`src/dtl_pkg.sv`:
```
// ----------------------------------------------------------------------------
// dtl_pkg: shared types and constants for the timed light controller
// Holds the item payload types, register indexes, widths and reset values.
// ----------------------------------------------------------------------------
`timescale 1ns / 1ps

package dtl_pkg;

    localparam int DebounceW = 16;
    localparam int OnTimeW   = 32;
    localparam int RunW      = 17;
    localparam int CfgDataW  = 32;
    localparam int CfgIdxW   = 3;

    localparam logic [CfgIdxW-1:0] REG_DEBOUNCE_TICKS    = 3'd0;
    localparam logic [CfgIdxW-1:0] REG_ON_TIME_TICKS     = 3'd1;
    localparam logic [CfgIdxW-1:0] REG_INPUT_ACTIVE_LOW  = 3'd2;
    localparam logic [CfgIdxW-1:0] REG_OUTPUT_ACTIVE_LOW = 3'd3;
    localparam logic [CfgIdxW-1:0] REG_TARGET_IS_LOCAL   = 3'd4;

    localparam logic [DebounceW-1:0] DEBOUNCE_RESET = 16'd80;
    localparam logic [OnTimeW-1:0]   ON_TIME_RESET  = 32'd60000;
    localparam logic [RunW-1:0]      RUN_MAX        = {RunW{1'b1}};

    typedef struct packed {
        logic raw_level;
        logic remote_request;
    } in_item_t;

    typedef struct packed {
        logic drive_level;
        logic light_is_on;
        logic send_remote;
        logic press_seen;
    } out_item_t;

endpackage

```
`src/dtl_stream_if.sv`:
```
// ----------------------------------------------------------------------------
// dtl_stream_if: valid/ready channel carrying one item payload
// The payload type is set per instance.
// ----------------------------------------------------------------------------
`timescale 1ns / 1ps

interface dtl_stream_if #(
    parameter type payload_t = logic
);
    logic     valid;
    logic     ready;
    payload_t payload;

    modport source (output valid, output payload, input ready);
    modport sink   (input valid, input payload, output ready);
endinterface

```
`src/dtl_debounce.sv`:
```
// ----------------------------------------------------------------------------
// dtl_debounce: run counter and arm flag for the pushbutton
// Fires one press when an armed button stays active beyond the threshold.
// ----------------------------------------------------------------------------
`timescale 1ns / 1ps

module dtl_debounce (
    input  logic                           clk,
    input  logic                           rst_n,
    input  logic                           step,
    input  logic                           active,
    input  logic [dtl_pkg::DebounceW-1:0]  debounce_ticks,
    output logic                           press
);

    logic [dtl_pkg::RunW-1:0] run_count_reg;
    logic [dtl_pkg::RunW-1:0] run_count_next;
    logic                     armed_reg;
    logic                     armed_next;

    always_comb
    begin
        run_count_next = run_count_reg;
        armed_next     = armed_reg;
        press          = 1'b0;
        if (!active)
        begin
            run_count_next = '0;
            armed_next     = 1'b1;
        end
        else
        begin
            if (run_count_reg != dtl_pkg::RUN_MAX)
            begin
                run_count_next = run_count_reg + 1'b1;
            end
            if (armed_reg && (run_count_next > {1'b0, debounce_ticks}))
            begin
                press      = 1'b1;
                armed_next = 1'b0;
            end
        end
    end

    always_ff @(posedge clk or negedge rst_n)
    begin
        if (!rst_n)
        begin
            run_count_reg <= '0;
            armed_reg     <= 1'b0;
        end
        else if (step)
        begin
            run_count_reg <= run_count_next;
            armed_reg     <= armed_next;
        end
    end

endmodule

```
`src/debounced_toggle_timed_light.sv`:
```
// An accepted item waits in the input register until its result item can be loaded into the result register.
// Throughput: one item per cycle; the input register and the result register each
// advance whenever the result register is empty or its item is being taken.
// Reset: rst_n clears both valid flags, the debounce counter, the arm flag, the light
// and its timer, and loads the configuration registers with their documented defaults.
// ----------------------------------------------------------------------------
// debounced_toggle_timed_light: pushbutton to staircase light controller
// Each item is one timebase tick. The button level is debounced, a press
// toggles the local light or is forwarded as a remote pulse, and the light
// switches itself off after the programmed on-time.
// ----------------------------------------------------------------------------
`timescale 1ns / 1ps

module debounced_toggle_timed_light (
    input  logic                          clk,
    input  logic                          rst_n,
    input  logic                          wr_en,
    input  logic [dtl_pkg::CfgIdxW-1:0]   wr_index,
    input  logic [dtl_pkg::CfgDataW-1:0]  wr_data,
    dtl_stream_if.sink                    in_ch,
    dtl_stream_if.source                  out_ch
);

    // Configuration registers. They must only be written while the block is idle; the block does not enforce this.
    logic [dtl_pkg::DebounceW-1:0] debounce_ticks_reg;
    logic [dtl_pkg::OnTimeW-1:0]   on_time_ticks_reg;
    logic                          input_active_low_reg;
    logic                          output_active_low_reg;
    logic                          target_is_local_reg;

    always_ff @(posedge clk or negedge rst_n)
    begin
        if (!rst_n)
        begin
            debounce_ticks_reg    <= dtl_pkg::DEBOUNCE_RESET;
            on_time_ticks_reg     <= dtl_pkg::ON_TIME_RESET;
            input_active_low_reg  <= 1'b0;
            output_active_low_reg <= 1'b0;
            target_is_local_reg   <= 1'b1;
        end
        else if (wr_en)
        begin
            unique case (wr_index)
                dtl_pkg::REG_DEBOUNCE_TICKS:
                    debounce_ticks_reg <= wr_data[dtl_pkg::DebounceW-1:0];
                dtl_pkg::REG_ON_TIME_TICKS:
                    on_time_ticks_reg <= wr_data[dtl_pkg::OnTimeW-1:0];
                dtl_pkg::REG_INPUT_ACTIVE_LOW:
                    input_active_low_reg <= wr_data[0];
                dtl_pkg::REG_OUTPUT_ACTIVE_LOW:
                    output_active_low_reg <= wr_data[0];
                dtl_pkg::REG_TARGET_IS_LOCAL:
                    target_is_local_reg <= wr_data[0];
                default:
                    ;  // Indexes past the register list are ignored.
            endcase
        end
    end

    // Pipeline control. The tick in the input register is processed, and the
    // light state updated, in the same cycle that its result is loaded into
    // the result register, so consecutive ticks see each other's effects.
    logic               in_valid_reg;
    dtl_pkg::in_item_t  in_item_reg;
    logic               out_valid_reg;
    dtl_pkg::out_item_t out_item_reg;
    dtl_pkg::out_item_t out_item_next;
    logic               advance;
    logic               step;

    assign advance     = !out_valid_reg || out_ch.ready;
    assign step        = in_valid_reg && advance;
    assign in_ch.ready = !in_valid_reg || advance;

    always_ff @(posedge clk or negedge rst_n)
    begin
        if (!rst_n)
        begin
            in_valid_reg <= 1'b0;
        end
        else if (in_ch.ready)
        begin
            in_valid_reg <= in_ch.valid;
        end
    end

    always_ff @(posedge clk)
    begin
        if (in_ch.ready && in_ch.valid)
        begin
            in_item_reg <= in_ch.payload;
        end
    end

    // Debounce of the polarity-corrected button level.
    logic active;
    logic press;

    assign active = in_item_reg.raw_level ^ input_active_low_reg;

    dtl_debounce u_debounce (
        .clk            (clk),
        .rst_n          (rst_n),
        .step           (step),
        .active         (active),
        .debounce_ticks (debounce_ticks_reg),
        .press          (press)
    );

    // Light state and its on-time countdown. A press and a remote request in
    // the same tick count as a single toggle.
    logic                        light_reg;
    logic                        light_next;
    logic [dtl_pkg::OnTimeW-1:0] remaining_reg;
    logic [dtl_pkg::OnTimeW-1:0] remaining_next;
    logic                        request;

    assign request = (press && target_is_local_reg) || in_item_reg.remote_request;

    always_comb
    begin
        light_next     = light_reg;
        remaining_next = remaining_reg;
        if (!light_reg)
        begin
            if (request)
            begin
                light_next     = 1'b1;
                remaining_next = on_time_ticks_reg;
            end
        end
        else if (request)
        begin
            light_next     = 1'b0;
            remaining_next = '0;
        end
        else if (remaining_reg == '0)
        begin
            // On-time has run out: switch off by itself.
            light_next = 1'b0;
        end
        else
        begin
            remaining_next = remaining_reg - 1'b1;
        end
    end

    always_ff @(posedge clk or negedge rst_n)
    begin
        if (!rst_n)
        begin
            light_reg     <= 1'b0;
            remaining_reg <= '0;
        end
        else if (step)
        begin
            light_reg     <= light_next;
            remaining_reg <= remaining_next;
        end
    end

    // Result register.
    always_comb
    begin
        out_item_next.drive_level = light_next ^ output_active_low_reg;
        out_item_next.light_is_on = light_next;
        out_item_next.send_remote = press && !target_is_local_reg;
        out_item_next.press_seen  = press;
    end

    always_ff @(posedge clk or negedge rst_n)
    begin
        if (!rst_n)
        begin
            out_valid_reg <= 1'b0;
        end
        else if (advance)
        begin
            out_valid_reg <= in_valid_reg;
        end
    end

    always_ff @(posedge clk)
    begin
        if (step)
        begin
            out_item_reg <= out_item_next;
        end
    end

    assign out_ch.valid   = out_valid_reg;
    assign out_ch.payload = out_item_reg;

endmodule

```
`src/flat_wrapper.sv`:
```
// flat-port wrapper written by rule: the top's interface ports become plain ports
module debounced_toggle_timed_light_flat 
  (clk, rst_n, wr_en, wr_index, wr_data, in_ch_valid, in_ch_payload, in_ch_ready, out_ch_valid, out_ch_payload, out_ch_ready);
  dtl_stream_if #(.payload_t(dtl_pkg::in_item_t)) in_ch_i ();
  dtl_stream_if #(.payload_t(dtl_pkg::out_item_t)) out_ch_i ();
  input  logic clk;
  input  logic rst_n;
  input  logic wr_en;
  input  logic [dtl_pkg::CfgIdxW-1:0] wr_index;
  input  logic [dtl_pkg::CfgDataW-1:0] wr_data;
  input wire logic [$bits(in_ch_i.valid)-1:0] in_ch_valid;
  input wire logic [$bits(in_ch_i.payload)-1:0] in_ch_payload;
  output wire logic [$bits(in_ch_i.ready)-1:0] in_ch_ready;
  output wire logic [$bits(out_ch_i.valid)-1:0] out_ch_valid;
  output wire logic [$bits(out_ch_i.payload)-1:0] out_ch_payload;
  input wire logic [$bits(out_ch_i.ready)-1:0] out_ch_ready;
  assign in_ch_i.valid = in_ch_valid;
  assign in_ch_i.payload = in_ch_payload;
  assign in_ch_ready = in_ch_i.ready;
  assign out_ch_valid = out_ch_i.valid;
  assign out_ch_payload = out_ch_i.payload;
  assign out_ch_i.ready = out_ch_ready;
  debounced_toggle_timed_light u_core (.clk(clk), .rst_n(rst_n), .wr_en(wr_en), .wr_index(wr_index), .wr_data(wr_data), .in_ch(in_ch_i), .out_ch(out_ch_i));
endmodule
```
`config.mk`:
```
export PLATFORM = sky130hd
export DESIGN_NAME = debounced_toggle_timed_light_flat
export DESIGN_NICKNAME = d
export VERILOG_FILES = /design/src/dtl_pkg.sv /design/src/dtl_stream_if.sv /design/src/dtl_debounce.sv /design/src/debounced_toggle_timed_light.sv /design/src/flat_wrapper.sv
export SDC_FILE = /design/constraint.sdc
export NUM_CORES = 1
export LEC_CHECK = 0
export BUFFER_PORTS_ARGS = -buffer_cell sky130_fd_sc_hd__buf_2
export CAP_MARGIN = 20
export CELL_PAD_IN_SITES_DETAIL_PLACEMENT = 1
export CELL_PAD_IN_SITES_GLOBAL_PLACEMENT = 1
export CORE_MARGIN = 2
export CORE_UTILIZATION = 47
export DETAILED_ROUTE_END_ITERATION = 16
export GPL_ROUTABILITY_DRIVEN = 1
export PLACE_DENSITY_LB_ADDON = 0.1
export SYNTH_ARGS = -nofsm -noshare
export SYNTH_HDL_FRONTEND = slang
export SYNTH_SLANG_ARGS = --single-unit
```
`constraint.sdc`:
```
create_clock -name clk -period 4.6 [get_ports clk]
set_input_delay 0.92 -clock clk [delete_from_list [all_inputs] [get_ports clk]]
set_output_delay 0.92 -clock clk [all_outputs]
set_load 0.01 [all_outputs]
```
==> results of run 1 <==
-- final cells by class --
type | count | area (µm²)
clock inverter | 6 | 93.8
inverter | 32 | 120
fill | 1439 | 5700
sequential | 110 | 2800
clock buffer | 10 | 229
multi-input combinational | 429 | 2940
tap | 172 | 215
timing repair buffer | 66 | 418
-- worst min-delay path by stage --
stage | start | to | cells past startpoint
2_1_floorplan | u_core.on_time_ticks_reg[17]$_DFFE_PN0P_ | u_core.remaining_reg[17]$_DFFE_PN0P_ | 2
3_3_place_gp | u_core.on_time_ticks_reg[17]$_DFFE_PN0P_ | u_core.remaining_reg[17]$_DFFE_PN0P_ | 2
3_5_place_dp | u_core.on_time_ticks_reg[17]$_DFFE_PN0P_ | u_core.remaining_reg[17]$_DFFE_PN0P_ | 2
4_1_cts | rst_n | u_core.debounce_ticks_reg[9]$_DFFE_PN0P_ | 1
5_1_grt | rst_n | u_core.debounce_ticks_reg[9]$_DFFE_PN0P_ | 1
6_report | rst_n | u_core.debounce_ticks_reg[9]$_DFFE_PN0P_ | 1
-- synthesized netlist by cell type, types with 3 or more instances --
cell type,number
dfrtp_1,94
nand2_1,67
o21ai_0,42
mux2_2,36
inv_1,32
nor2_1,27
a21oi_1,26
nand3_1,25
ha_1,18
nor3_1,16
clkbuf_1,15
and3_1,11
a221o_1,10
dfstp_2,10
nand4_1,10
xnor2_1,10
o31ai_1,7
or3_1,7
xor2_1,7
a211oi_1,6
a31oi_1,6
edfxtp_1,6
o21ai_1,6
a22o_1,5
nor4_1,5
o311a_1,5
or4_1,5
and2_1,4
buf_2,4
buf_6,4
o211ai_1,4
o311ai_1,4
or2_2,4
a211o_1,3
and4_1,3
-- cell families (layout without fill, tap and decap cells) --
| logic type | count (synthesis) | count (layout) | share of synthesized area |
|---|---|---|---|
| and+or+nand+nor | 205 | 205 | 0.179 |
| xor gates and xnor gates | 18 | 18 | 0.0277 |
| adders and majority gates | 18 | 18 | 0.0377 |
| AOI/OAI and AO/OA | 152 | 152 | 0.177 |
| buffers and inverters | 57 | 114 | 0.0426 |
| DFF | 110 | 110 | 0.468 |
| muxes | 36 | 36 | 0.0679 |
-- what timing repair did --
action,in CTS,in global routing
buffers inserted,0,1
endpoints found under the setup margin,0,35
resized for setup,0,4
-- worst max-delay path: stages, from the launching register on --
cell and delay (ps):
dfrtp_1 410, ha_2 230, nand4_1 150, or4_4 590, o2111ai_2 230, nor2_1 160
nand2_1 140, xnor2_1 70, ha_1 290, nand4_1 170, nor3_1 210, a2111oi_0 100
buf_4 170, or4_4 600, nand2_4 240, o21ai_1 110, a221o_1 340
-- stage by stage --
step / util / TNS [ps] / worst slack (ps)
6_report: 0.544 / 0 / 281
5_1_grt: 0.544 / -1.87 / -1.87
4_1_cts: 0.542 / 0 / 91.4
3_5_place_dp: 0.516 / 0 / 119
3_3_place_gp: 0.516 / 0 / 249
2_1_floorplan: - / 0 / 421
-- cells in the final DEF, fill, tap and decap left out, drive strengths merged, types with 7 or more instances in the layout --
| cell type | n |
|---|---|
| a21oi | 28 |
| nand2 | 68 |
| buf | 66 |
| inv | 33 |
| o21ai | 49 |
| a221o | 10 |
| or4 | 7 |
| dfrtp | 94 |
| mux2 | 36 |
| ha | 18 |
| nand3 | 26 |
| nor4 | 7 |
| nand4 | 11 |
| xnor2 | 10 |
| nor2 | 28 |
| clkbuf | 10 |
| and3 | 11 |
| xor2 | 8 |
| a211oi | 7 |
| or3 | 7 |
| dfstp | 10 |
| nor3 | 17 |
| o31ai | 8 |
-- layer usage --
metal / track usage / vias up / part of all wire
li1: - / 2299 / -
met1: 0.376 / 2521 / 0.48
met2: 0.413 / 129 / 0.46
met3: 0.0535 / 17 / 0.048
met4: 0.0612 / 0 / 0.012
met5: 0 / - / 0
-- report_power, final --
part,switching (mW),internal (mW),leakage (nW)
sequential,0.184,1.20,1.35
clock,0.372,0.482,0.153
combinational,0.488,0.347,1.43
==> key figures, run 1 <==
Status
  – Status: finished clean

STA
  – Worst slew margin: 0.327
  – Final period util: 0.939
  – Fmax: 232 MHz
  – Hold WS: 408 ps
  – Clock Skew: 8.45 ps
  – Endpoints failing hold: 0
  – Final setup viols: 0
  – Minimum clock period: 4320 ps
  – Measured slew at the worst slew-check pin: 1010 ps
  – Max Slew Vio Count: 0

Synth
  – Post-synth top area cell: dfrtp_1
  – Seq/Total Area, Yosys: 0.468
  – Synth top area share: 0.394
  – Distinct cells, synth: 75
  – Post-synth EDFFs: 6
  – Register bit total from synthesis: 110
  – Async S/R FF share, synth: 0.945
  – Post-synthesis instance total: 596
  – Syn avg cell area: 10.0 µm²
  – Area contributors post-synth: dfrtp_1 39%, mux2_2 6.8%, dfstp_2 4.4%, nand2_1 4.2%, ha_1 3.8%
  – Synth warn: 0
  – Net count after synthesis: 656
  – Prevailing post-synth register cell: dfrtp_1
  – Syn Std Cell Area: 5970 µm²

Clock tree
  – Total CTS buffers: 9
  – CTS root buf: clkbuf_16
  – Clock tree buffer depth: 2
  – CTS Sinks: 110
  – Hold_buf cts: 0
  – H-tree levels: 3
  – Clock slew at reported path FFs: 70 ps
  – CTS tree: yes
  – Skew-Pair Late Insertion Delay: 360 ps

Detailed routing
  – Total number of vias: 4966
  – DRT antenna net count: 0
  – # DRC: 0
  – DR WL/cell: 20.0 µm
  – First-pass DRT Iterations: 5
  – Total Wirelength: 16500 µm
  – Via density per instance: 6.02
  – Iteration-0 DRC Markers: 313

Worst setup path
  – RR Startpoint: u_core.u_debounce.run_count_reg[0]$_DFFE_PN0P_
  – Worst setup startpoint: u_core.u_debounce.run_count_reg[0]$_DFFE_PN0P_
  – CP max FO: 17
  – WP data required: 4850 ps
  – Worst r2r dst: u_core.remaining_reg[5]$_DFFE_PN0P_
  – CP arrival: 4570 ps
  – Critical Path End: u_core.remaining_reg[5]$_DFFE_PN0P_
  – Worst reg2reg path depth: 16
  – Crit end category: register
  – WS Path Type: reg -> reg
  – FF-to-FF setup slack: 280 ps
  – Setup crit start kind: register

Floorplan
  – Starting Density: 0.477
  – Die width: 117 µm
  – Chip height: 117 µm
  – Die area: 13600 µm²
  – Core area: 12500 µm²
  – Io pins: 48
  – Placement Rows: 41

Global route
  – Overflow after GRT: 0
  – Number of global-route vias before repair: 5200
  – Largest net degree at the start of global routing: 48
  – GRT Resource Usage Total: 0.262
  – First-pass GRT wire length: 27400 µm
  – Initial antenna violation count: 0

Placed design
  – Area after DPL: 6460 µm²
  – Routability Congestion: 0.853
  – Placed cells: 807
  – Hpwl dp: 11800 µm
  – # port buffers: 47

Power and ir drop
  – Worst VDD drop: 0.259 mV
  – Leakage: 2.94 nW
  – Final Total Pwr: 3.07 mW
  – Cell Pwr Density: 450 nW/µm²

Final layout
  – Fin area: 6820 µm²
  – Fin nets: 708
  – Area Growth Syn to Fin: 14.2%
  – Inserted Diodes: 0
  – Final Instance Count excl. Fillers: 825
  – Layout cells sized above 1: 0.234

Job
  – Number of max-cap violations: 0

Hold path
  – Worst hold path class: in -> async
No activity file was read; power rests on OpenSTA's default activity.
==> inputs of run 2 (changes only) <==
Settings changed: REMOVE_ABC_BUFFERS set to 1.
==> key figures, run 2 (same netlist as run 1, synthesis figures left out) <==
Power and ir drop
  – Leakage: 2.96 nW (+0.79%)
  – Int Power: 2.01 mW (-0.67%)
  – Cell Pwr Density: 442 nW/µm² (-1.8%)
  – Worst VDD drop: 0.237 mV (-8.5%)
  – Sequential Power Share: 0.455 (+0.005)
  – Switch Pwr: 1.01 mW (-3.3%)
  – Comb pwr share: 0.274 (+0.002)
  – Clock Power Share: 0.271 (-0.007)
  – Switching share of total power: 0.334 (-0.00592)
  – Final Total Pwr: 3.02 mW (-1.5%)

STA
  – Clock Skew: 11.0 ps (+2.53 ps)
  – Max Slew Vio Count: 0 (unchanged)
  – Worst slew margin: 0.346 (+0.0198)
  – Minimum clock period: 4410 ps (+86.9 ps)
  – RSZ-0062 raised after global routing: yes
  – Final period util: 0.958 (+0.0189)
  – Post-route worst setup slack: 194 ps (-86.9 ps)
  – Fmax: 227 MHz (-2.0%)
  – Measured slew at the worst slew-check pin: 980 ps (-27.3 ps)
  – Endpoints failing hold: 0 (unchanged)
  – Hold WS: 481 ps (+73.7 ps)
  – Setup TNS: 0 ps (unchanged)
  – Final setup viols: 0 (unchanged)

Global route
  – Number of global-route vias before repair: 5329 (+2.5%)
  – Largest net degree at the start of global routing: 76 (+58%)
  – GRT Resource Usage Total: 0.259 (-0.00366)
  – Initial antenna violation count: 0 (unchanged)
  – Overflow after GRT: 0 (unchanged)
  – First-pass GRT wire length: 26800 µm (-2.0%)

Final layout
  – Inserted Diodes: 0 (unchanged)
  – Final Instance Count excl. Fillers: 827 (+0.24%)
  – Most frequent cells in the layout: 93 x dfrtp_1, 67 x nand2_1, 46 x buf_2
  – Fillers: 1453 (+0.97%)
  – Most common cell after layout, fill and taps aside: dfrtp_1
  – Layout cells sized above 1: 0.234 (-0.000715)
  – Area Growth Syn to Fin: 14.6%
  – Fin nets: 710 (+0.28%)
  – Final Util: 0.546 (+0.00160)
  – Fin area: 6840 µm² (+0.29%)

Floorplan
  – Starting Density: 0.477 (unchanged)
  – Die area: 13600 µm² (unchanged)
  – Chip height: 117 µm (unchanged)
  – Core area: 12500 µm² (unchanged)
  – Die width: 117 µm (unchanged)
  – Io pins: 48 (unchanged)
  – Placement Rows: 41 (unchanged)

Hold path
  – Worst hold path depth: 2
  – Worst Hold End: u_core.remaining_reg[17]$_DFFE_PN0P_
  – Worst hold path class: reg -> reg
  – Worst hold start: u_core.on_time_ticks_reg[17]$_DFFE_PN0P_

Detailed routing
  – Iteration-0 DRC Markers: 207 (-34%)
  – Total Wirelength: 16400 µm (-0.90%)
  – # DRC: 0 (unchanged)
  – First-pass DRT Iterations: 4 (-1)
  – Via density per instance: 5.93 (-1.4%)
  – DRT antenna net count: 0 (unchanged)
  – Total number of vias: 4908 (-1.2%)
  – DR WL/cell: 19.8 µm (-1.1%)

Clock tree
  – Clock slew at reported path FFs: 70 ps (about the same)
  – CTS Sinks: 110 (unchanged)
  – Skew-Pair Late Insertion Delay: 360 ps (about the same)
  – H-tree levels: 3 (unchanged)
  – Clock tree buffer depth: 2 (unchanged)
  – Total CTS buffers: 9 (unchanged)
  – Hold_buf cts: 0 (unchanged)
  – CTS tree: yes
  – CTS root buf: clkbuf_16

Worst setup path
  – FF-to-FF setup slack: 190 ps (-90 ps)
  – Worst r2r dst: u_core.remaining_reg[9]$_DFFE_PN0P_
  – RR Startpoint: u_core.u_debounce.run_count_reg[0]$_DFFE_PN0P_
  – CP max FO: 12 (-5)
  – WP data required: 4900 ps (+50 ps)
  – Crit end category: register
  – Setup crit start kind: register
  – CP arrival: 4700 ps (+130 ps)
  – Worst reg2reg path depth: 16 (unchanged)
  – WS Path Type: reg -> reg

Placed design
  – # port buffers: 47 (unchanged)
  – Hpwl dp: 11600 µm (-1.5%)
  – Place WS: -97.0 ps (-216 ps)
  – Routability Congestion: 0.911 (+6.8%)
  – Placed cells: 808 (+0.12%)
  – Area after DPL: 6440 µm² (-0.27%)

Status
  – Status: finished clean

Job
  – Number of max-cap violations: 0 (unchanged)
## run 2: changes by cell type in the layout (fill, tap and decap cells not counted), sizes merged
| cell | change |
|---|---|
| clkbuf | +4 |
| buf | +2 |
| bufinv | -1 |
| clkinv | -1 |
| clkinvlp | -1 |
| inv | -1 |
## run 2: repair_timing
item	in CTS	in global routing
pin swaps	1	2
setup buffers	0	3
endpoints found under the setup margin	21	27
gates resized for setup	2	7
## run 2: layout make-up
cell class	instances	area, µm²	area share
Clock buffer	14	275	0.0403
Multi-Input combinational cell	429	2980	0.436
Clock inverter	2	38.8	0.00567
Inverter	32	120	0.0176
Sequential cell	110	2800	0.409
Timing Repair Buffer	68	412	0.0602
Tap cell	172	215	0.0315
## run 2: critical path, cell delays in order (launching register included)
cell	delay, ps
dfrtp_2	400
ha_1	220
nand4_1	190
or4_4	610
o2111ai_4	240
nor2_1	90
buf_4	160
nand4_1	130
xnor2_1	120
ha_1	310
nand4_1	170
or2_2	340
or4_4	640
a211oi_4	300
buf_6	190
buf_4	120
a211o_1	110
## run 2: worst max path at each step
stage                                                         startpoint                                    to  cells after the start
after floorplan           u_core.u_debounce.run_count_reg[0]$_DFFE_PN0P_  u_core.remaining_reg[11]$_DFFE_PN0P_                     13
after global placement    u_core.u_debounce.run_count_reg[0]$_DFFE_PN0P_   u_core.remaining_reg[5]$_DFFE_PN0P_                     15
after detailed placement  u_core.u_debounce.run_count_reg[0]$_DFFE_PN0P_   u_core.remaining_reg[5]$_DFFE_PN0P_                     15
after CTS                 u_core.u_debounce.run_count_reg[0]$_DFFE_PN0P_  u_core.remaining_reg[10]$_DFFE_PN0P_                     16
after global routing      u_core.u_debounce.run_count_reg[0]$_DFFE_PN0P_  u_core.remaining_reg[10]$_DFFE_PN0P_                     16
final                     u_core.u_debounce.run_count_reg[0]$_DFFE_PN0P_   u_core.remaining_reg[9]$_DFFE_PN0P_                     16
## run 2: power by group through the flow
stage	clock, mW	combinational [mW]	sequential (mW)
floorplan	0	0.569	1.33
global placement	0	0.783	1.38
detailed placement	0	0.814	1.38
CTS	0.845	0.825	1.37
global route	0.876	0.931	1.41
finish	0.820	0.828	1.37
## run 2: per-layer routing
layer	GRT usage	wire, µm	up-vias
met4	0.110	486	0
met5	0	0	-
met1	0.304	6760	2467
met3	0.0514	616	34
li1	-	-	2303
met2	0.461	8500	104
